==> config.mk <==
export PLATFORM = sky130hd
export DESIGN_NAME = http_request_parser
export DESIGN_NICKNAME = d
export VERILOG_FILES = /design/src/sv/hrp_pkg.sv /design/src/sv/hrp_front.sv /design/src/sv/hrp_queue.sv /design/src/sv/hrp_back.sv /design/src/sv/http_request_parser.sv
export SDC_FILE = /design/constraint.sdc
export NUM_CORES = 1
export LEC_CHECK = 0
export CAP_MARGIN = 40
export CELL_PAD_IN_SITES_DETAIL_PLACEMENT = 0
export CELL_PAD_IN_SITES_GLOBAL_PLACEMENT = 1
export CORE_ASPECT_RATIO = 1.1
export CORE_MARGIN = 1
export CORE_UTILIZATION = 52
export DETAILED_ROUTE_END_ITERATION = 12
export DONT_BUFFER_PORTS = 1
export GPL_ROUTABILITY_DRIVEN = 0
export PLACE_DENSITY = 0.78
export SLEW_MARGIN = 20
export SYNTH_ARGS = -nofsm -noshare
export SYNTH_HDL_FRONTEND = slang
export SYNTH_SLANG_ARGS = --single-unit
==> constraint.sdc <==
create_clock -name i_clk -period 7.6 [get_ports i_clk]
set_clock_uncertainty 0.15 [all_clocks]
set_input_delay 0.38 -clock i_clk [delete_from_list [all_inputs] [get_ports i_clk]]
set_output_delay 0.38 -clock i_clk [all_outputs]
set_load 0.05 [all_outputs]
==> src/sv/hrp_pkg.sv <==
package hrp_pkg;

    // content length width
    localparam int LENGTH_BITS_DEF = 32;

    // queue between parser and output side
    localparam int Q_DEPTH = 4;
    localparam int Q_AW    = 2;
    localparam int Q_CW    = 3;

    // result kinds
    typedef enum logic [2:0] {
        KIND_URL   = 3'd0,
        KIND_QUERY = 3'd1,
        KIND_HOST  = 3'd2,
        KIND_BODY  = 3'd3,
        KIND_DONE  = 3'd4,
        KIND_ERROR = 3'd5
    } t_kind;

    // parser phases
    typedef enum logic [3:0] {
        PH_METHOD  = 4'd0,
        PH_MBLANK  = 4'd1,
        PH_URL     = 4'd2,
        PH_QUERY   = 4'd3,
        PH_VBLANK  = 4'd4,
        PH_VERSION = 4'd5,
        PH_HDR     = 4'd6,
        PH_CBLANK  = 4'd7,
        PH_CVAL    = 4'd8,
        PH_HBLANK  = 4'd9,
        PH_HOST    = 4'd10,
        PH_LBLANK  = 4'd11,
        PH_LVAL    = 4'd12,
        PH_IGNORE  = 4'd13,
        PH_BODY    = 4'd14
    } t_phase;

    // field codes
    localparam logic [1:0] METH_UNKNOWN = 2'd0;
    localparam logic [1:0] METH_GET     = 2'd1;
    localparam logic [1:0] METH_POST    = 2'd2;
    localparam logic [1:0] CONN_UNKNOWN = 2'd0;
    localparam logic [1:0] CONN_KEEP    = 2'd1;
    localparam logic [1:0] CONN_CLOSE   = 2'd2;

    // keyword indexes
    localparam logic [2:0] KW_GET   = 3'd0;
    localparam logic [2:0] KW_POST  = 3'd1;
    localparam logic [2:0] KW_HTTP  = 3'd2;
    localparam logic [2:0] KW_CONN  = 3'd3;
    localparam logic [2:0] KW_HOSTK = 3'd4;
    localparam logic [2:0] KW_CLEN  = 3'd5;
    localparam logic [2:0] KW_KEEP  = 3'd6;
    localparam logic [2:0] KW_CLOSE = 3'd7;

    // candidate masks
    localparam logic [7:0] MASK_METHOD = 8'b0000_0011;
    localparam logic [7:0] MASK_HTTP   = 8'b0000_0100;
    localparam logic [7:0] MASK_HDR    = 8'b0011_1000;
    localparam logic [7:0] MASK_CVAL   = 8'b1110_0000;
    localparam logic [7:0] MASK_CLEN   = 8'b0010_0000;

    // special bytes
    localparam logic [7:0] CH_CR    = 8'h0d;
    localparam logic [7:0] CH_LF    = 8'h0a;
    localparam logic [7:0] CH_QMARK = 8'h3f;
    localparam logic [7:0] CH_SP    = 8'h20;
    localparam logic [7:0] CH_TAB   = 8'h09;

    // keyword text, lower case, right aligned
    localparam logic [119:0] S_GET   = "get";
    localparam logic [119:0] S_POST  = "post";
    localparam logic [119:0] S_HTTP  = "http/1.1";
    localparam logic [119:0] S_CONN  = "connection:";
    localparam logic [119:0] S_HOST  = "host:";
    localparam logic [119:0] S_CLEN  = "content-length:";
    localparam logic [119:0] S_KEEP  = "keep-alive";
    localparam logic [119:0] S_CLOSE = "close";

    // one queued entry: up to two results from one input word
    typedef struct packed {
        logic        two;
        t_kind       kind;
        logic [7:0]  data;
        logic [1:0]  method;
        logic        version;
        logic [1:0]  conn;
        logic [31:0] blen;
    } t_pkt;

    // keyword match step outcome
    typedef struct packed {
        logic [7:0] cand;
        logic [4:0] off;
        logic       fail;
        logic       done;
        logic [2:0] kw;
    } t_match;

    // queue status toward the parser
    typedef struct packed {
        logic full;
        logic empty;
    } t_qstat;

    function automatic logic [4:0] kw_len(input logic [2:0] k);
        logic [4:0] len;
        case (k)
            KW_GET:   len = 5'd3;
            KW_POST:  len = 5'd4;
            KW_HTTP:  len = 5'd8;
            KW_CONN:  len = 5'd11;
            KW_HOSTK: len = 5'd5;
            KW_CLEN:  len = 5'd15;
            KW_KEEP:  len = 5'd10;
            default:  len = 5'd5;
        endcase
        return len;
    endfunction

    function automatic logic [7:0] kw_char(input logic [2:0] k, input logic [4:0] o);
        logic [119:0] s;
        logic [4:0]   len;
        logic [7:0]   ch;
        case (k)
            KW_GET:   s = S_GET;
            KW_POST:  s = S_POST;
            KW_HTTP:  s = S_HTTP;
            KW_CONN:  s = S_CONN;
            KW_HOSTK: s = S_HOST;
            KW_CLEN:  s = S_CLEN;
            KW_KEEP:  s = S_KEEP;
            default:  s = S_CLOSE;
        endcase
        len = kw_len(k);
        ch  = 8'h00;
        if (o < len) begin
            ch = s[8*(int'(len) - 1 - int'(o)) +: 8];
        end
        return ch;
    endfunction

    function automatic logic [7:0] to_lower(input logic [7:0] c);
        return (c >= 8'h41 && c <= 8'h5a) ? c + 8'd32 : c;
    endfunction

    function automatic t_match match_step(input logic [7:0] cand, input logic [4:0] off,
                                          input logic [7:0] c);
        t_match     m;
        logic [7:0] lc;
        lc = to_lower(c);
        m  = '0;
        for (int k = 0; k < 8; k++) begin
            if (cand[k] && off < kw_len(3'(k)) && lc == kw_char(3'(k), off)) begin
                m.cand[k] = 1'b1;
            end
        end
        m.off  = off + 5'd1;
        m.fail = (m.cand == 8'h00);
        // lowest completed keyword wins
        for (int k = 7; k >= 0; k--) begin
            if (m.cand[k] && kw_len(3'(k)) == m.off) begin
                m.done = 1'b1;
                m.kw   = 3'(k);
            end
        end
        return m;
    endfunction

endpackage

==> src/sv/hrp_front.sv <==
module hrp_front
    import hrp_pkg::*;
#(
    parameter int LENGTH_BITS = LENGTH_BITS_DEF
) (
    input  logic       i_clk,
    input  logic       i_rst_n,
    input  logic       i_accept,
    input  logic [7:0] i_byte,
    output logic       o_wr,
    output t_pkt       o_pkt
);

    localparam int LW = LENGTH_BITS + 4;

    t_phase                 r_phase, n_phase;
    logic [4:0]             r_off, n_off;
    logic [7:0]             r_cand, n_cand;
    logic                   r_cr, n_cr;
    logic [1:0]             r_method, n_method;
    logic                   r_version, n_version;
    logic [1:0]             r_conn, n_conn;
    logic [LENGTH_BITS-1:0] r_len, n_len;
    logic [LENGTH_BITS-1:0] r_rem, n_rem;

    t_match                 m_cur, m_ver, m_cv, mm;
    logic                   blank, space, digit;
    logic                   emit, two, clear;
    t_kind                  e_kind;
    logic [7:0]             e_data;
    logic                   do_url, url_q, do_ver, ver_new, do_hdr;
    logic                   do_cval, cval_new, do_host, do_lval;
    logic [LW-1:0]          len_x10;
    logic [LW-1:0]          len_max;
    logic [LENGTH_BITS-1:0] rem_dec;
    logic [LENGTH_BITS+31:0] len_ext;

    // byte classes and keyword steps
    assign blank   = (i_byte == CH_SP) || (i_byte == CH_TAB);
    assign space   = (i_byte == CH_SP) || (i_byte >= 8'd9 && i_byte <= 8'd13);
    assign digit   = (i_byte >= 8'h30) && (i_byte <= 8'h39);
    assign m_cur   = match_step(r_cand, r_off, i_byte);
    assign m_ver   = match_step(MASK_HTTP, 5'd0, i_byte);
    assign m_cv    = match_step(MASK_CVAL, 5'd0, i_byte);
    assign len_x10 = (LW'(r_len) << 3) + (LW'(r_len) << 1) + LW'(i_byte - 8'h30);
    assign len_max = LW'({LENGTH_BITS{1'b1}});
    assign rem_dec = (r_rem != '0) ? r_rem - 1'b1 : '0;
    assign len_ext = {32'b0, r_len};

    // next parser state
    always_comb begin
        n_phase   = r_phase;
        n_off     = r_off;
        n_cand    = r_cand;
        n_cr      = r_cr;
        n_method  = r_method;
        n_version = r_version;
        n_conn    = r_conn;
        n_len     = r_len;
        n_rem     = r_rem;
        emit      = 1'b0;
        two       = 1'b0;
        clear     = 1'b0;
        e_kind    = KIND_ERROR;
        e_data    = 8'h00;
        do_url    = 1'b0;
        url_q     = 1'b0;
        do_ver    = 1'b0;
        ver_new   = 1'b0;
        do_hdr    = 1'b0;
        do_cval   = 1'b0;
        cval_new  = 1'b0;
        do_host   = 1'b0;
        do_lval   = 1'b0;
        mm        = m_cur;

        if (r_phase == PH_BODY) begin
            emit   = 1'b1;
            e_kind = KIND_BODY;
            e_data = i_byte;
            n_rem  = rem_dec;
            if (rem_dec == '0) begin
                two   = 1'b1;
                clear = 1'b1;
            end
        end else if (r_cr) begin
            if (i_byte == CH_LF) begin
                n_cr = 1'b0;
                if (r_phase == PH_HDR && r_off == 5'd0) begin
                    if (r_method == METH_GET || r_len == '0) begin
                        emit   = 1'b1;
                        e_kind = KIND_DONE;
                        clear  = 1'b1;
                    end else begin
                        n_rem   = r_len;
                        n_phase = PH_BODY;
                    end
                end else begin
                    n_phase = PH_HDR;
                    n_cand  = MASK_HDR;
                    n_off   = 5'd0;
                end
            end else begin
                emit  = 1'b1;
                clear = 1'b1;
            end
        end else if (i_byte == CH_LF) begin
            emit  = 1'b1;
            clear = 1'b1;
        end else if (i_byte == CH_CR) begin
            n_cr = 1'b1;
        end else begin
            // dispatch, including blank-skip redirects
            case (r_phase)
                PH_METHOD: begin
                    n_cand = m_cur.cand;
                    n_off  = m_cur.off;
                    if (m_cur.done && (m_cur.kw == KW_GET || m_cur.kw == KW_POST)) begin
                        n_method = (m_cur.kw == KW_GET) ? METH_GET : METH_POST;
                        n_phase  = PH_MBLANK;
                    end else if (m_cur.fail) begin
                        do_url = 1'b1;
                    end
                end
                PH_MBLANK:  do_url = !blank;
                PH_URL:     do_url = 1'b1;
                PH_QUERY: begin
                    do_url = 1'b1;
                    url_q  = 1'b1;
                end
                PH_VBLANK: begin
                    do_ver  = !blank;
                    ver_new = 1'b1;
                end
                PH_VERSION: do_ver = 1'b1;
                PH_HDR:     do_hdr = 1'b1;
                PH_CBLANK: begin
                    do_cval  = !blank;
                    cval_new = 1'b1;
                end
                PH_CVAL:    do_cval = 1'b1;
                PH_HBLANK:  do_host = !blank;
                PH_HOST:    do_host = 1'b1;
                PH_LBLANK:  do_lval = !blank;
                PH_LVAL:    do_lval = 1'b1;
                default:    ;
            endcase

            // url and query bytes
            if (do_url) begin
                if (blank) begin
                    n_phase = PH_VBLANK;
                end else if (i_byte == CH_QMARK || url_q) begin
                    n_phase = PH_QUERY;
                    emit    = 1'b1;
                    e_kind  = KIND_QUERY;
                    e_data  = i_byte;
                end else begin
                    n_phase = PH_URL;
                    emit    = 1'b1;
                    e_kind  = KIND_URL;
                    e_data  = i_byte;
                end
            end

            // version keyword
            if (do_ver) begin
                mm      = ver_new ? m_ver : m_cur;
                n_cand  = mm.cand;
                n_off   = mm.off;
                n_phase = PH_VERSION;
                if (mm.done) begin
                    n_version = 1'b1;
                    n_phase   = PH_IGNORE;
                end else if (mm.fail) begin
                    n_phase = PH_IGNORE;
                end
            end

            // header name keyword
            if (do_hdr) begin
                n_cand = m_cur.cand;
                n_off  = m_cur.off;
                if (m_cur.done && m_cur.kw == KW_CONN) begin
                    n_phase = PH_CBLANK;
                end else if (m_cur.done && m_cur.kw == KW_HOSTK) begin
                    n_phase = PH_HBLANK;
                end else if (m_cur.done && m_cur.kw == KW_CLEN) begin
                    n_len   = '0;
                    n_phase = PH_LBLANK;
                end else if (m_cur.done || m_cur.fail) begin
                    n_phase = PH_IGNORE;
                end
            end

            // connection value keyword
            if (do_cval) begin
                mm      = cval_new ? m_cv : m_cur;
                n_cand  = mm.cand;
                n_off   = mm.off;
                n_phase = PH_CVAL;
                if (mm.done && (mm.kw == KW_KEEP || mm.kw == KW_CLOSE)) begin
                    n_conn = (mm.kw == KW_KEEP) ? CONN_KEEP : CONN_CLOSE;
                    n_cand = MASK_CLEN;
                    n_off  = 5'd0;
                end else if (mm.done && mm.kw == KW_CLEN) begin
                    n_len   = '0;
                    n_phase = PH_LBLANK;
                end else if (mm.done || mm.fail) begin
                    n_phase = PH_IGNORE;
                end
            end

            // host value bytes
            if (do_host) begin
                if (space) begin
                    n_phase = PH_IGNORE;
                end else begin
                    n_phase = PH_HOST;
                    emit    = 1'b1;
                    e_kind  = KIND_HOST;
                    e_data  = i_byte;
                end
            end

            // length digits, saturating
            if (do_lval) begin
                if (digit) begin
                    n_phase = PH_LVAL;
                    n_len   = (len_x10 > len_max) ? {LENGTH_BITS{1'b1}}
                                                  : len_x10[LENGTH_BITS-1:0];
                end else begin
                    n_phase = PH_IGNORE;
                end
            end
        end

        // end of request or line error
        if (clear) begin
            n_phase   = PH_METHOD;
            n_cand    = MASK_METHOD;
            n_off     = 5'd0;
            n_cr      = 1'b0;
            n_method  = METH_UNKNOWN;
            n_version = 1'b0;
            n_conn    = CONN_UNKNOWN;
            n_len     = '0;
            n_rem     = '0;
        end
    end

    // queue word, fields as held before this byte
    always_comb begin
        o_wr          = i_accept && emit;
        o_pkt.two     = two;
        o_pkt.kind    = e_kind;
        o_pkt.data    = e_data;
        o_pkt.method  = r_method;
        o_pkt.version = r_version;
        o_pkt.conn    = r_conn;
        o_pkt.blen    = len_ext[31:0];
    end

    // state registers
    always_ff @(posedge i_clk) begin
        if (!i_rst_n) begin
            r_phase   <= PH_METHOD;
            r_off     <= 5'd0;
            r_cand    <= MASK_METHOD;
            r_cr      <= 1'b0;
            r_method  <= METH_UNKNOWN;
            r_version <= 1'b0;
            r_conn    <= CONN_UNKNOWN;
            r_len     <= '0;
            r_rem     <= '0;
        end else if (i_accept) begin
            r_phase   <= n_phase;
            r_off     <= n_off;
            r_cand    <= n_cand;
            r_cr      <= n_cr;
            r_method  <= n_method;
            r_version <= n_version;
            r_conn    <= n_conn;
            r_len     <= n_len;
            r_rem     <= n_rem;
        end
    end

endmodule

==> src/sv/hrp_queue.sv <==
module hrp_queue
    import hrp_pkg::*;
(
    input  logic   i_clk,
    input  logic   i_rst_n,
    input  logic   i_wr,
    input  t_pkt   i_pkt,
    input  logic   i_rd,
    output t_pkt   o_pkt,
    output t_qstat o_stat
);

    t_pkt            r_mem [Q_DEPTH];
    logic [Q_AW-1:0] r_wp, n_wp;
    logic [Q_AW-1:0] r_rp, n_rp;
    logic [Q_CW-1:0] r_cnt, n_cnt;
    logic            wr_ok, rd_ok;

    // status and head word
    assign o_stat.full  = (r_cnt == Q_CW'(Q_DEPTH));
    assign o_stat.empty = (r_cnt == '0);
    assign o_pkt        = r_mem[r_rp];
    assign wr_ok        = i_wr && !o_stat.full;
    assign rd_ok        = i_rd && !o_stat.empty;

    // pointer update
    always_comb begin
        n_wp  = wr_ok ? r_wp + 1'b1 : r_wp;
        n_rp  = rd_ok ? r_rp + 1'b1 : r_rp;
        n_cnt = r_cnt + Q_CW'(wr_ok) - Q_CW'(rd_ok);
    end

    always_ff @(posedge i_clk) begin
        if (!i_rst_n) begin
            r_wp  <= '0;
            r_rp  <= '0;
            r_cnt <= '0;
        end else begin
            r_wp  <= n_wp;
            r_rp  <= n_rp;
            r_cnt <= n_cnt;
        end
    end

    // storage
    always_ff @(posedge i_clk) begin
        if (wr_ok) begin
            r_mem[r_wp] <= i_pkt;
        end
    end

endmodule

==> src/sv/hrp_back.sv <==
module hrp_back
    import hrp_pkg::*;
(
    input  logic        i_clk,
    input  logic        i_rst_n,
    input  t_pkt        i_pkt,
    input  t_qstat      i_stat,
    input  logic        i_pop,
    output logic        o_rd,
    output logic [2:0]  o_kind,
    output logic [7:0]  o_data,
    output logic [1:0]  o_method,
    output logic        o_version,
    output logic [1:0]  o_connection,
    output logic [31:0] o_body_length,
    output logic        o_last
);

    logic r_second, n_second;
    logic take;

    // a two-result entry gives its body word, then the done word
    assign take = i_pop && !i_stat.empty;
    assign o_rd = take && (!i_pkt.two || r_second);

    always_comb begin
        n_second = r_second;
        if (take) begin
            n_second = i_pkt.two && !r_second;
        end
    end

    always_ff @(posedge i_clk) begin
        if (!i_rst_n) begin
            r_second <= 1'b0;
        end else begin
            r_second <= n_second;
        end
    end

    // result word
    always_comb begin
        o_kind        = r_second ? KIND_DONE : i_pkt.kind;
        o_data        = r_second ? 8'h00 : i_pkt.data;
        o_method      = i_pkt.method;
        o_version     = i_pkt.version;
        o_connection  = i_pkt.conn;
        o_body_length = i_pkt.blen;
        o_last        = !i_pkt.two || r_second;
    end

endmodule

==> src/sv/http_request_parser.sv <==
// http request parser
//
// input side is a queue: drive i_in_byte with push high; the byte is taken on a
// rising edge where push is high and full is low. one byte per cycle is
// accepted while full is low.
// result side is a queue too: while empty is low, the oldest result word is on
// o_kind, o_data, o_method, o_version, o_connection, o_body_length and o_last;
// pop high on a clock edge takes it.
// each result is written into the queue on the edge that takes its byte.
// throughput: one byte per cycle while full is low. a body byte that ends the
// request gives two words from one queue entry, the body word and then the
// done word; a four-entry queue sits between the parser and the output side.
// when the receiver stalls, the queue fills and full rises; bytes that give no
// result are still parsed only when full is low.
// reset (i_rst_n low on a clock edge) empties the queue and puts the parser at
// the start of a request line with all request fields cleared.
module http_request_parser
    import hrp_pkg::*;
#(
    parameter int LENGTH_BITS = LENGTH_BITS_DEF
) (
    input  logic        i_clk,
    input  logic        i_rst_n,
    input  logic        push,
    output logic        full,
    input  logic [7:0]  i_in_byte,
    output logic        empty,
    input  logic        pop,
    output logic [2:0]  o_kind,
    output logic [7:0]  o_data,
    output logic [1:0]  o_method,
    output logic        o_version,
    output logic [1:0]  o_connection,
    output logic [31:0] o_body_length,
    output logic        o_last
);

    t_pkt   f_pkt, q_pkt;
    logic   f_wr, q_rd;
    t_qstat q_stat;

    assign full  = q_stat.full;
    assign empty = q_stat.empty;

    // parser
    hrp_front #(
        .LENGTH_BITS(LENGTH_BITS)
    ) u_front (
        .i_clk   (i_clk),
        .i_rst_n (i_rst_n),
        .i_accept(push && !q_stat.full),
        .i_byte  (i_in_byte),
        .o_wr    (f_wr),
        .o_pkt   (f_pkt)
    );

    // decoupling queue
    hrp_queue u_queue (
        .i_clk  (i_clk),
        .i_rst_n(i_rst_n),
        .i_wr   (f_wr),
        .i_pkt  (f_pkt),
        .i_rd   (q_rd),
        .o_pkt  (q_pkt),
        .o_stat (q_stat)
    );

    // result output
    hrp_back u_back (
        .i_clk        (i_clk),
        .i_rst_n      (i_rst_n),
        .i_pkt        (q_pkt),
        .i_stat       (q_stat),
        .i_pop        (pop),
        .o_rd         (q_rd),
        .o_kind       (o_kind),
        .o_data       (o_data),
        .o_method     (o_method),
        .o_version    (o_version),
        .o_connection (o_connection),
        .o_body_length(o_body_length),
        .o_last       (o_last)
    );

endmodule

# Yosys cells after proc, flatten, opt, wreduce, memory -nomap -nowiden
# Memories as Yosys holds them, arrays and structs flattened. A register that Yosys moved wholly into a read port is not among the register bits.
# Cells that the tools add are included.
dict set report totals {
  reg_bits 95
  mem_bits_rw 196
  in_bits 12
  out_inout_bits 51
  n_memories 1
}
# name depth word_bits rd rd_clocked_by_memory_dff wr line
set memory_table {}
lappend memory_table {u_queue.r_mem 4 49 1 1 1 hrp_queue.sv:13} ;# t_pkt r_mem [Q_DEPTH];
dict set report classes {
  add_sub_neg 17
  n_lt_le_gt_ge 14
  eq_ne 55
  shift 8
  mux 223
  n_bitwise 1
  n_reduce_logical 83
}
# cell n
set op_table {}
lappend op_table {{$shiftx 120x32->8 const A} 8}
lappend op_table {{$mux 32} 22}
lappend op_table {{$mux 8} 30}
lappend op_table {{$mux 4} 33}
lappend op_table {{$mux 1} 90}
lappend op_table {{$eq 8x8->1} 8}
lappend op_table {{$logic_not 32->1} 2}
lappend op_table {{$mux 5} 12}
lappend op_table {{$logic_and 1x1->1} 41}
lappend op_table {{$add 35x33->36} 1}
lappend op_table {{$add 36x36->36} 1}
lappend op_table {{$gt 36x32->1 const B} 1}
lappend op_table {{$mux 18} 2}
lappend op_table {{$mux 2} 18}
lappend op_table {{$mux 3} 11}
lappend op_table {{$reduce_bool 32->1} 1}
lappend op_table {{$sub 32x1->32 const B} 1}
lappend op_table {{$reduce_and 7->1} 4}
lappend op_table {{$eq 4x4->1 const B} 6}
lappend op_table {{$eq 8x4->1 const B} 3}
lappend op_table {{$eq 8x7->1 const B} 3}
lappend op_table {{$eq 4x5->1 const A} 4}
lappend op_table {{$lt 5x4->1 const B} 4}
lappend op_table {{$eq 3x3->1 const B} 6}
lappend op_table {{47 further kinds} 89}

# Longest topological paths before layout
# Gate-level depths: netlist of run 1.
dict set report logic_depth {
  ltp_word 39
  ltp_mapped 23
  mapped_depth_nobuf 19
}

# Modules after synthesis
# Synthesis of run 1 repeated with hierarchy kept, for this count alone.
dict set report unflattened {
  cells_unflattened 2065
  area_unflattened_um2 20329.5
}
# module instances cells_each area_each_um2 seq_area_each_um2
set by_module_without_submodules {}
lappend by_module_without_submodules {hrp_front 1 1701 12321.8 1741.7}
lappend by_module_without_submodules {hrp_queue 1 307 7567.3 6065.8}
lappend by_module_without_submodules {hrp_back 1 56 426.7 20.0}
lappend by_module_without_submodules {http_request_parser 1 1 13.8 0.0}

# Worst setup path after synthesis of run 1
# Ideal clock, no wire load.
dict set report synth_path {
  path_type {input to register}
  from {in i_in_byte[7]}
  to {reg u_front.r_len[15]}
  t_arrival_ns 6.055
  path_slack_ns 1.281
  cell_stages 18
  path_buffers 4
  cell_sequence {clkbuf_1 > or2_2 > nor2_1 > fa_1 > ha_1 > clkbuf_1 > nand2_1 > a2111oi_0 > o311ai_0 > a2111oi_0 > o22a_1 > o2bb2ai_1 > a21oi_1 > nor3_1 > buf_2 > buf_2 > a22oi_1 > a21o_1}
}
dict set report synth_via {
  elab_chain_cells 31
  word_cells_on_any_way 104
}
# element line
set synth_lines {}
lappend synth_lines {{start: declaration} http_request_parser.sv:26} ;# input logic [7:0] i_in_byte,
lappend synth_lines {{$ge 8x7->1 or $le 8x7->1 (tied branches)} hrp_pkg.sv:146} ;# return (c >= 8'h41 && c <= 8'h5a) ? c + 8'd32 : c;
lappend synth_lines {{$logic_and 1x1->1} hrp_pkg.sv:146}
lappend synth_lines {{$mux 8} hrp_pkg.sv:146}
lappend synth_lines {{$eq 8x8->1} hrp_pkg.sv:156} ;# if (cand[k] && off < kw_len(3'(k)) && lc == kw_char(3'(k), off)) begin
lappend synth_lines {{$logic_and 1x1->1} hrp_pkg.sv:156}
lappend synth_lines {{$mux 1} hrp_pkg.sv:156}
lappend synth_lines {{$logic_and 1x1->1} hrp_pkg.sv:164} ;# if (m.cand[k] && kw_len(3'(k)) == m.off) begin
lappend synth_lines {{$mux 4 (8 in series)} hrp_pkg.sv:164}
lappend synth_lines {{[8 not listed]} -}
lappend synth_lines {{$mux 32} hrp_front.sv:197} ;# if (do_cval) begin
lappend synth_lines {{$mux 32} hrp_front.sv:228} ;# if (digit) begin
lappend synth_lines {{$mux 32} hrp_front.sv:227} ;# if (do_lval) begin
lappend synth_lines {{$mux 32} hrp_front.sv:110} ;# end else if (i_byte == CH_CR) begin
lappend synth_lines {{$mux 32} hrp_front.sv:107} ;# end else if (i_byte == CH_LF) begin
lappend synth_lines {{$mux 32} hrp_front.sv:86} ;# end else if (r_cr) begin
lappend synth_lines {{$mux 32} hrp_front.sv:77} ;# if (r_phase == PH_BODY) begin
lappend synth_lines {{$mux 32} hrp_front.sv:239} ;# if (clear) begin
lappend synth_lines {{end signal: assignment} hrp_front.sv:284} ;# r_len <= n_len;
lappend synth_lines {{end: declaration} hrp_front.sv:23} ;# logic [LENGTH_BITS-1:0] r_len, n_len;
# Parallel ways exist; a longest one is shown, timed or not. The select of a mux whose other input is x is not followed.
# A chain may end at the register's enable or synchronous reset.

# Worst setup path in the final report of run 1
dict set report layout_path {
  from {reg u_front.r_off[1]}
  to {mem u_queue.r_mem[0][33] (netlist name), enable pin}
}
dict set report layout_via {
  elab_chain_cells 35
  word_cells_on_any_way 113
}
# element line
set layout_lines {}
lappend layout_lines {{start: declaration} hrp_front.sv:17} ;# logic [4:0] r_off, n_off;
lappend layout_lines {{start signal: assignment} hrp_front.sv:278} ;# r_off <= n_off;
lappend layout_lines {{$sub 3x5->6} hrp_pkg.sv:140} ;# ch = s[8*(int'(len) - 1 - int'(o)) +: 8];
lappend layout_lines {{$shiftx 120x32->8} hrp_pkg.sv:140}
lappend layout_lines {{$mux 8} hrp_pkg.sv:139} ;# if (o < len) begin
lappend layout_lines {{$eq 8x8->1} hrp_pkg.sv:156}
lappend layout_lines {{$logic_and 1x1->1} hrp_pkg.sv:156}
lappend layout_lines {{$mux 1} hrp_pkg.sv:156}
lappend layout_lines {{$logic_and 1x1->1} hrp_pkg.sv:164}
lappend layout_lines {{$mux 4 (8 in series)} hrp_pkg.sv:164}
lappend layout_lines {{[13 not listed]} -}
lappend layout_lines {{$mux 1} hrp_front.sv:107}
lappend layout_lines {{$mux 1 *} hrp_front.sv:86}
lappend layout_lines {{$mux 1 *} hrp_front.sv:77}
lappend layout_lines {{$logic_and 1x1->1 *} hrp_front.sv:254} ;# o_wr = i_accept && emit;
lappend layout_lines {{$logic_and 1x1->1 *} hrp_queue.sv:23} ;# assign wr_ok = i_wr && !o_stat.full;
lappend layout_lines {{net u_queue.wr_ok} hrp_queue.sv:17} ;# logic wr_ok, rd_ok;
lappend layout_lines {{$mux 1 *} hrp_queue.sv:47} ;# if (wr_ok) begin
lappend layout_lines {{$mux 1 (not written as such) *} hrp_queue.sv:48} ;# r_mem[r_wp] <= i_pkt;
lappend layout_lines {{end: declaration} hrp_queue.sv:13}
# Mark *: on every way through the listed nets, which the timed path passes. The rest lies on a longest branch. The select of a mux whose other input is x is not followed.

==> results of run 1 <==
==> worst min path at each step <==
stage                        endpoint  depth (start not counted)  slack, ps
finish              u_front.r_cand[1]                          2         30
CTS                 u_front.r_cand[1]                          2          8
floorplan           u_front.r_cand[5]                          2        290
global placement    u_front.r_cand[2]                          2        300
global route        u_front.r_cand[6]                          3         40
detailed placement  u_front.r_cand[2]                          2        320
==> cell usage after synthesis, drive strengths merged (59+ instances only) <==
| cell type | instances |
|---|---|
| inv | 78 |
| dfxtp | 97 |
| nand2 | 145 |
| nor2b | 60 |
| ha | 72 |
| xnor2 | 59 |
| clkbuf | 86 |
| o21ai | 80 |
| a21oi | 151 |
| nor3 | 101 |
| nor2 | 88 |
| edfxtp | 196 |
==> kinds of logic (layout without fill, tap and decap cells) <==
logic type / Yosys count / count (layout)
AOI/OAI and AO/OA: 521 / 521
buffers and inverters: 206 / 172
adders and majority gates: 104 / 104
muxes: 62 / 62
and+or+nand+nor: 649 / 649
DFF: 293 / 293
xor gates and xnor gates: 88 / 88
==> layout by cell type, fill, tap and decap left out, types with 14 or more instances in the layout <==
cell / n
xnor2_1: 59
nor4_1: 29
o211ai_1: 15
clkbuf_16: 29
fa_1: 32
buf_4: 30
a21o_1: 54
nand2_1: 144
a31oi_1: 16
xor2_1: 29
ha_1: 72
inv_1: 75
and2_1: 31
or3_1: 16
nand4_1: 30
nor3_1: 99
and3_1: 14
nor2_1: 87
nand3_1: 39
mux4_2: 49
o21a_1: 16
nand2b_1: 23
a211oi_1: 18
o21ai_0: 68
a22oi_1: 41
edfxtp_1: 196
nor2b_1: 59
dfxtp_1: 95
a21oi_1: 147
==> per-layer routing <==
| layer | track usage (%) | vias up | wire, um |
|---|---|---|---|
| met2 | 49.24 | 492 | 26560 |
| met1 | 39.04 | 7610 | 23390 |
| met4 | 10.27 | 0 | 1802 |
| met3 | 3.100 | 112 | 2990 |
| met5 | 0 | - | 0 |
| li1 | - | 7133 | - |
==> metrics by stage <==
stage	power [mW]	instance area, um2	std cells
finish	5.135	20730	2376
global route	5.344	20730	2376
CTS	5.146	20670	2373
detailed placement	3.709	19660	2314
global placement	3.679	19620	2311
floorplan	3.401	19260	1923
==> cell type report <==
class	instances	area [um2]	area share, %
Tap cell	487	609.3	2.939
Inverter	78	292.8	1.412
Clock inverter	18	161.4	0.7785
Sequential cell	293	7833	37.78
Multi-Input combinational cell	1424	10660	51.39
Clock buffer	35	768.2	3.705
Timing Repair Buffer	41	412.9	1.992
==> where the power goes <==
part / internal, mW / total [mW] / switching (mW) / leakage [nW]
Combinational: 0.512 / 1.70 / 1.19 / 4.74
Clock: 0.793 / 1.42 / 0.629 / 0.453
Sequential: 1.90 / 2.01 / 0.111 / 2.45
==> registers in the layout (all words and copies together), names as in the netlist, named ones only <==
| signal | count |
|---|---|
| u_front.r_off | 5 |
| u_queue.r_mem | 196 |
| u_queue.r_rp | 2 |
| u_front.r_len | 32 |
| u_front.r_rem | 32 |
| u_front.r_cr | 1 |
| u_queue.r_wp | 2 |
| u_back.r_second | 1 |
| u_front.r_method | 2 |
| u_front.r_version | 1 |
| u_queue.r_cnt | 3 |
| u_front.r_conn | 2 |
| u_front.r_phase | 4 |
| u_front.r_cand | 8 |
==> impl_metrics.yaml, run 1 <==
worst_setup_path:
  cp-start-kind: "register"
  reg2reg_from: "u_front.r_off[1]"
  cp_max_fo: 25
  r2r_end: "u_queue.r_mem[0][33]"
  cp_data_arrival_time_ps: 6550
  endpoint: "u_queue.r_mem[0][33]"
  cp-end-kind: "register"
  cp_num_cells: 12
  setup.worst_path.start: "u_front.r_off[1]"
  critPathMaxStageDelay_ps: 910
  reg2reg_depth: 12
  cp_top_family: "compound AO/OA/AOI/OAI gates"
  required_ps: 7690
  cp_num_buf_inv: 3
  crit_chain: "inv_1, ha_1, inv_1, o311ai_0, a32o_1, a211oi_1, o211ai_1, nand4_1, a21oi_1, o311a_1, and2_2, buf_4"
  crit_type: "register to register"
  slowest_stage: "ha_1"
  path_common_cell: "inv_1"
  r2r_setup_slack_ps: 1140
global_routing:
  grt_overflow: 0
  antenna_found_initial: 0
  grt_pass1_wl_um: 85270
  track_usage_pct: 29.27
  first_global_vias: 14670
  grt_max_degree: 70
clocking:
  clockBufferDepth: 3
  cts_setup_buffers: 0
  cts-hold-fix-buffers: 6
  h-tree-depth: 1
  cts_buffers: 29
  cts_resized: 0
  clockRootBuffer: "clkbuf_16"
  clk_latency_ps: 560
  cts_tree: "built"
  cts.sinks: 293
  clk_pin_slew_ps: 70
power_and_ir_drop:
  ir_worst_vdd_uv: 204.2
  p_leak_nw: 7.640
  power.density_mw_per_mm2: 247.7
timing:
  final-setup-viol-count: 0
  tightest_slew_ps: 877.9
  drv_slew: 0
  max_freq_mhz: 154.8
  layout_min_cycle_time_ps: 6460
  rsz0062_at_grt: "no"
  tns_ps: 0
  fin_ws_ps: 1140
  fin_hold_ws_ps: 34.42
  hold_viol: 0
  relSlewSlack_pct: 41.22
  fin_crit_sh_pct: 85.00
synth:
  synthTopCellsByArea: "edfxtp_1 (31%), dfxtp_1 (10%), mux4_2 (5.7%)"
  synth_compound_area_share_pct: 18.74
  synth_top_family_by_area: "compound AO/OA/AOI/OAI gates"
  syn_inst: 1923
  synthMuxAreaShare_pct: 6.424
  yosysUniqueCellTypes: 103
  synth_top_cell_by_area: "edfxtp_1"
  synth_area_mm2: 0.01926
  yosys.area_share.simple_pct: 17.91
  avgSynthCellArea_um2: 10.02
  async_flop_share_pct: 0
  netlist.area_leader.share_pct: 30.56
  yosys_register_bits: 293
  synthXorXnorAreaFrac_pct: 4.001
  ys_warn_count: 0
  synth_flop_cell: "edfxtp_1"
  synth_edf_count: 196
  synthAdderAreaFrac_pct: 8.003
  syn_nets: 2039
  synth_seq_area_share_pct: 40.64
final_layout:
  fillers: 3169
  diodes: 0
  syn_to_final_growth_pct: 7.632
  layout-drive-gt1-share_pct: 10.22
  final_nets: 1983
  post-route-util_pct: 57.03
routing:
  drtAntennaViolNets: 0
  wl_um: 54740
  drt_iter0_markers: 1309
  vias: 15350
  first_pass_iters: 6
  remaining_drc_errors: 0
  via_per_inst: 6.459
  drt-wirelength-per-cell_um: 23.04
floorplan:
  die_x_um: 185.5
  core_mm2: 0.03635
  row_count: 73
  dieArea_mm2: 0.03782
  die_h_um: 203.9
  ios: 63
  initial_utilization_pct: 52.99
place:
  port_buffers: 0
  place_hpwl_um: 37410
  place_ws_ps: 1200
min_path:
  worstHoldPathType: "input port to register"
  hp-start: "i_rst_n"
status:
  status: "finished clean"
flow_run:
  drv_cap: 0
Note: power is estimated with default switching activity, not from simulation.
==> run 2: changes to the inputs <==
- ABC_AREA: unset -> 1
- CORE_UTILIZATION: 52 -> 44
- PLACE_DENSITY: 0.78 -> 0.75
- clock period: 7.6 -> 5.7 ns (I/O delays scaled with it)
==> impl_metrics.yaml, run 2 <==
status:
  status: "finished clean"
floorplan:
  dieArea_mm2: 0.04640
  ios: 63
  die_h_um: 225.8
  initial_utilization_pct: 44.84
  row_count: 81
  core_mm2: 0.04469
  die_x_um: 205.5
final_layout:
  diodes: 0
  largest_register: "u_queue.r_mem"
  stdcell_count: 3291
  largest_reg_flops: 196
  seqCellArea_mm2: 0.007829
  reg.largest.list: "u_queue.r_mem: 196 flops, u_front.r_len: 32 flops, u_front.r_rem: 32 flops"
  syn_to_final_growth_pct: 10.20
  layout-drive-gt1-share_pct: 7.970
  multi_input_area_mm2: 0.01084
  final_nets: 2802
  final_cell_mix: "nand2_1 (557), nor2_1 (382), inv_1 (226)"
  final_common_cell: "nand2_1"
  fillers: 4385
clocking:
  cts.sinks: 293
  cts_buffers: 30
  cts_resized: 0
  clockRootBuffer: "clkbuf_16"
  h-tree-depth: 1
  clk_pin_slew_ps: 70
  clockBufferDepth: 3
  clk_latency_ps: 580
  cts_tree: "built"
power_and_ir_drop:
  power.density_mw_per_mm2: 467.8
  p_leak_nw: 9.256
  ir_worst_vdd_uv: 261.4
worst_setup_path:
  endpoint: "u_front.r_cand[0]"
  crit_type: "register to register"
  required_ps: 6000
  r2r_end: "u_front.r_cand[0]"
  cp_max_fo: 16
  cp-start-kind: "register"
  cp_data_arrival_time_ps: 5460
  reg2reg_depth: 23
  cp-end-kind: "register"
  r2r_setup_slack_ps: 530
  setup.worst_path.start: "u_front.r_off[3]"
  reg2reg_from: "u_front.r_off[3]"
place:
  place_ws_ps: 750.5
  place_hpwl_um: 45670
  placed_cells: 3226
  port_buffers: 0
routing:
  via_per_inst: 5.694
  vias: 18740
  drtAntennaViolNets: 0
  drt-wirelength-per-cell_um: 19.12
  remaining_drc_errors: 0
  first_pass_iters: 5
  wl_um: 62910
  drt_iter0_markers: 1370
synth:
  syn_nets: 2788
  yosysUniqueCellTypes: 63
  ys_warn_count: 0
  yosys_register_bits: 293
  syn_inst: 2672
  synth_top_cell_by_area: "edfxtp_1"
  synth_edf_count: 196
  synth_area_mm2: 0.02004
  synthTopCellsByArea: "edfxtp_1 (29%), nand2_1 (10%), dfxtp_1 (9.7%)"
  netlist.area_leader.share_pct: 29.37
  synth.most_common_cell: "nand2_1"
  avgSynthCellArea_um2: 7.500
  async_flop_share_pct: 0
  synth_commonest_cells: "nand2_1 (557), nor2_1 (388), inv_1 (227)"
  synth_seq_area_share_pct: 39.06
  synth_flop_cell: "edfxtp_1"
timing:
  rsz0062_at_grt: "no"
  drv_slew: 0
  relSlewSlack_pct: 38.23
  layout_min_cycle_time_ps: 5167
  fin_crit_sh_pct: 90.64
  tightest_slew_ps: 924.5
  hold_viol: 0
  fin_ws_ps: 533.4
  fin_hold_ws_ps: 44.03
  final-setup-viol-count: 0
  max_freq_mhz: 193.6
global_routing:
  antenna_found_initial: 0
  first_global_vias: 17690
  grt_overflow: 0
  grt_max_degree: 75
  grt_pass1_wl_um: 98610
  track_usage_pct: 27.05
min_path:
  holdPathStages: 5
  worstHoldPathType: "input port to register"
flow_run:
  drv_cap: 0
[run 2: timing repair]
action,in CTS,in global routing
buffers inserted,0,0
hold buffers,8,0
endpoints found under the hold margin,43,0
[run 2: critical path, stage by stage (launching register included)]
cell and delay, ps:
dfxtp_1 300, buf_4 200, inv_2 210, ha_1 450
inv_2 150, nand2_1 100, nand2_1 120, nor2_2 300
nand2_1 90, nor3_1 360, inv_1 80, nand2_1 70
nand2_1 50, nor2_1 220, nand3_1 240, nand2_1 160
inv_1 60, nor2_2 110, nand4_1 400, o2111ai_1 310
a21oi_1 160, a21oi_1 140, nand2_1 70, dlygate4sd3_1 560
[run 2: cell type report]
class | instances | share of cell area (%)
flip-flops and latches | 293 | 35.45
multi-input cells | 2026 | 49.09
clock buffers | 31 | 3.416
inverters | 245 | 4.170
repair buffers | 90 | 3.456
clock inverters | 25 | 1.127
well taps | 581 | 3.292
[run 2: power by group]
group          internal [mW]  total, mW  switching [mW]
registers               2.63       2.78           0.153
clock network           1.12       1.98           0.866
logic                   1.56       5.56            4.00
total                   5.31       10.3            5.02
[run 2: kinds of logic (layout without fill, tap and decap cells)]
logic type / count (synthesis) / after routing / synth area share, %
AND/OR/NAND/NOR: 1317 / 1317 / 28.50
AO/OA/AOI/OAI: 558 / 558 / 15.57
adder cells (fa/ha/maj): 104 / 104 / 7.692
buffers and inverters: 353 / 391 / 7.124
XOR/XNOR: 47 / 47 / 2.054
flip-flops: 293 / 293 / 39.06
[run 2: how the worst min path moves through the flow]
stage / from / end / slack [ps]
finish: i_in_byte[1] / u_front.r_cand[2] / 40
global route: i_in_byte[6] / u_queue.r_mem[0][43] / 50
CTS: i_in_byte[6] / u_queue.r_mem[3][43] / 10
detailed placement: i_rst_n / u_front.r_cand[0] / 220
global placement: i_rst_n / u_front.r_cand[0] / 210
floorplan: u_front.r_cand[0] / u_front.r_cand[0] / 280
[run 2: layer usage]
| layer | vias up | track usage [%] | wire [um] |
|---|---|---|---|
| met5 | - | 0 | 0 |
| met4 | 0 | 7.933 | 1654 |
| met3 | 112 | 2.670 | 3440 |
| met2 | 566 | 43.73 | 28550 |
| met1 | 8906 | 38.13 | 29270 |
| li1 | 9156 | - | - |
[run 2: stage by stage]
| step | total power, mW | area (um2) | TNS, ps | utilization (%) |
|---|---|---|---|---|
| after floorplan | 6.889 | 20040 | -4209 | - |
| after global placement | 8.005 | 20620 | 0 | 46.13 |
| after detailed placement | 8.302 | 20980 | 0 | 46.93 |
| after CTS | 10.32 | 22070 | 0 | 49.38 |
| after global routing | 11.05 | 22080 | 0 | 49.41 |
| final | 10.33 | 22080 | 0 | 49.41 |
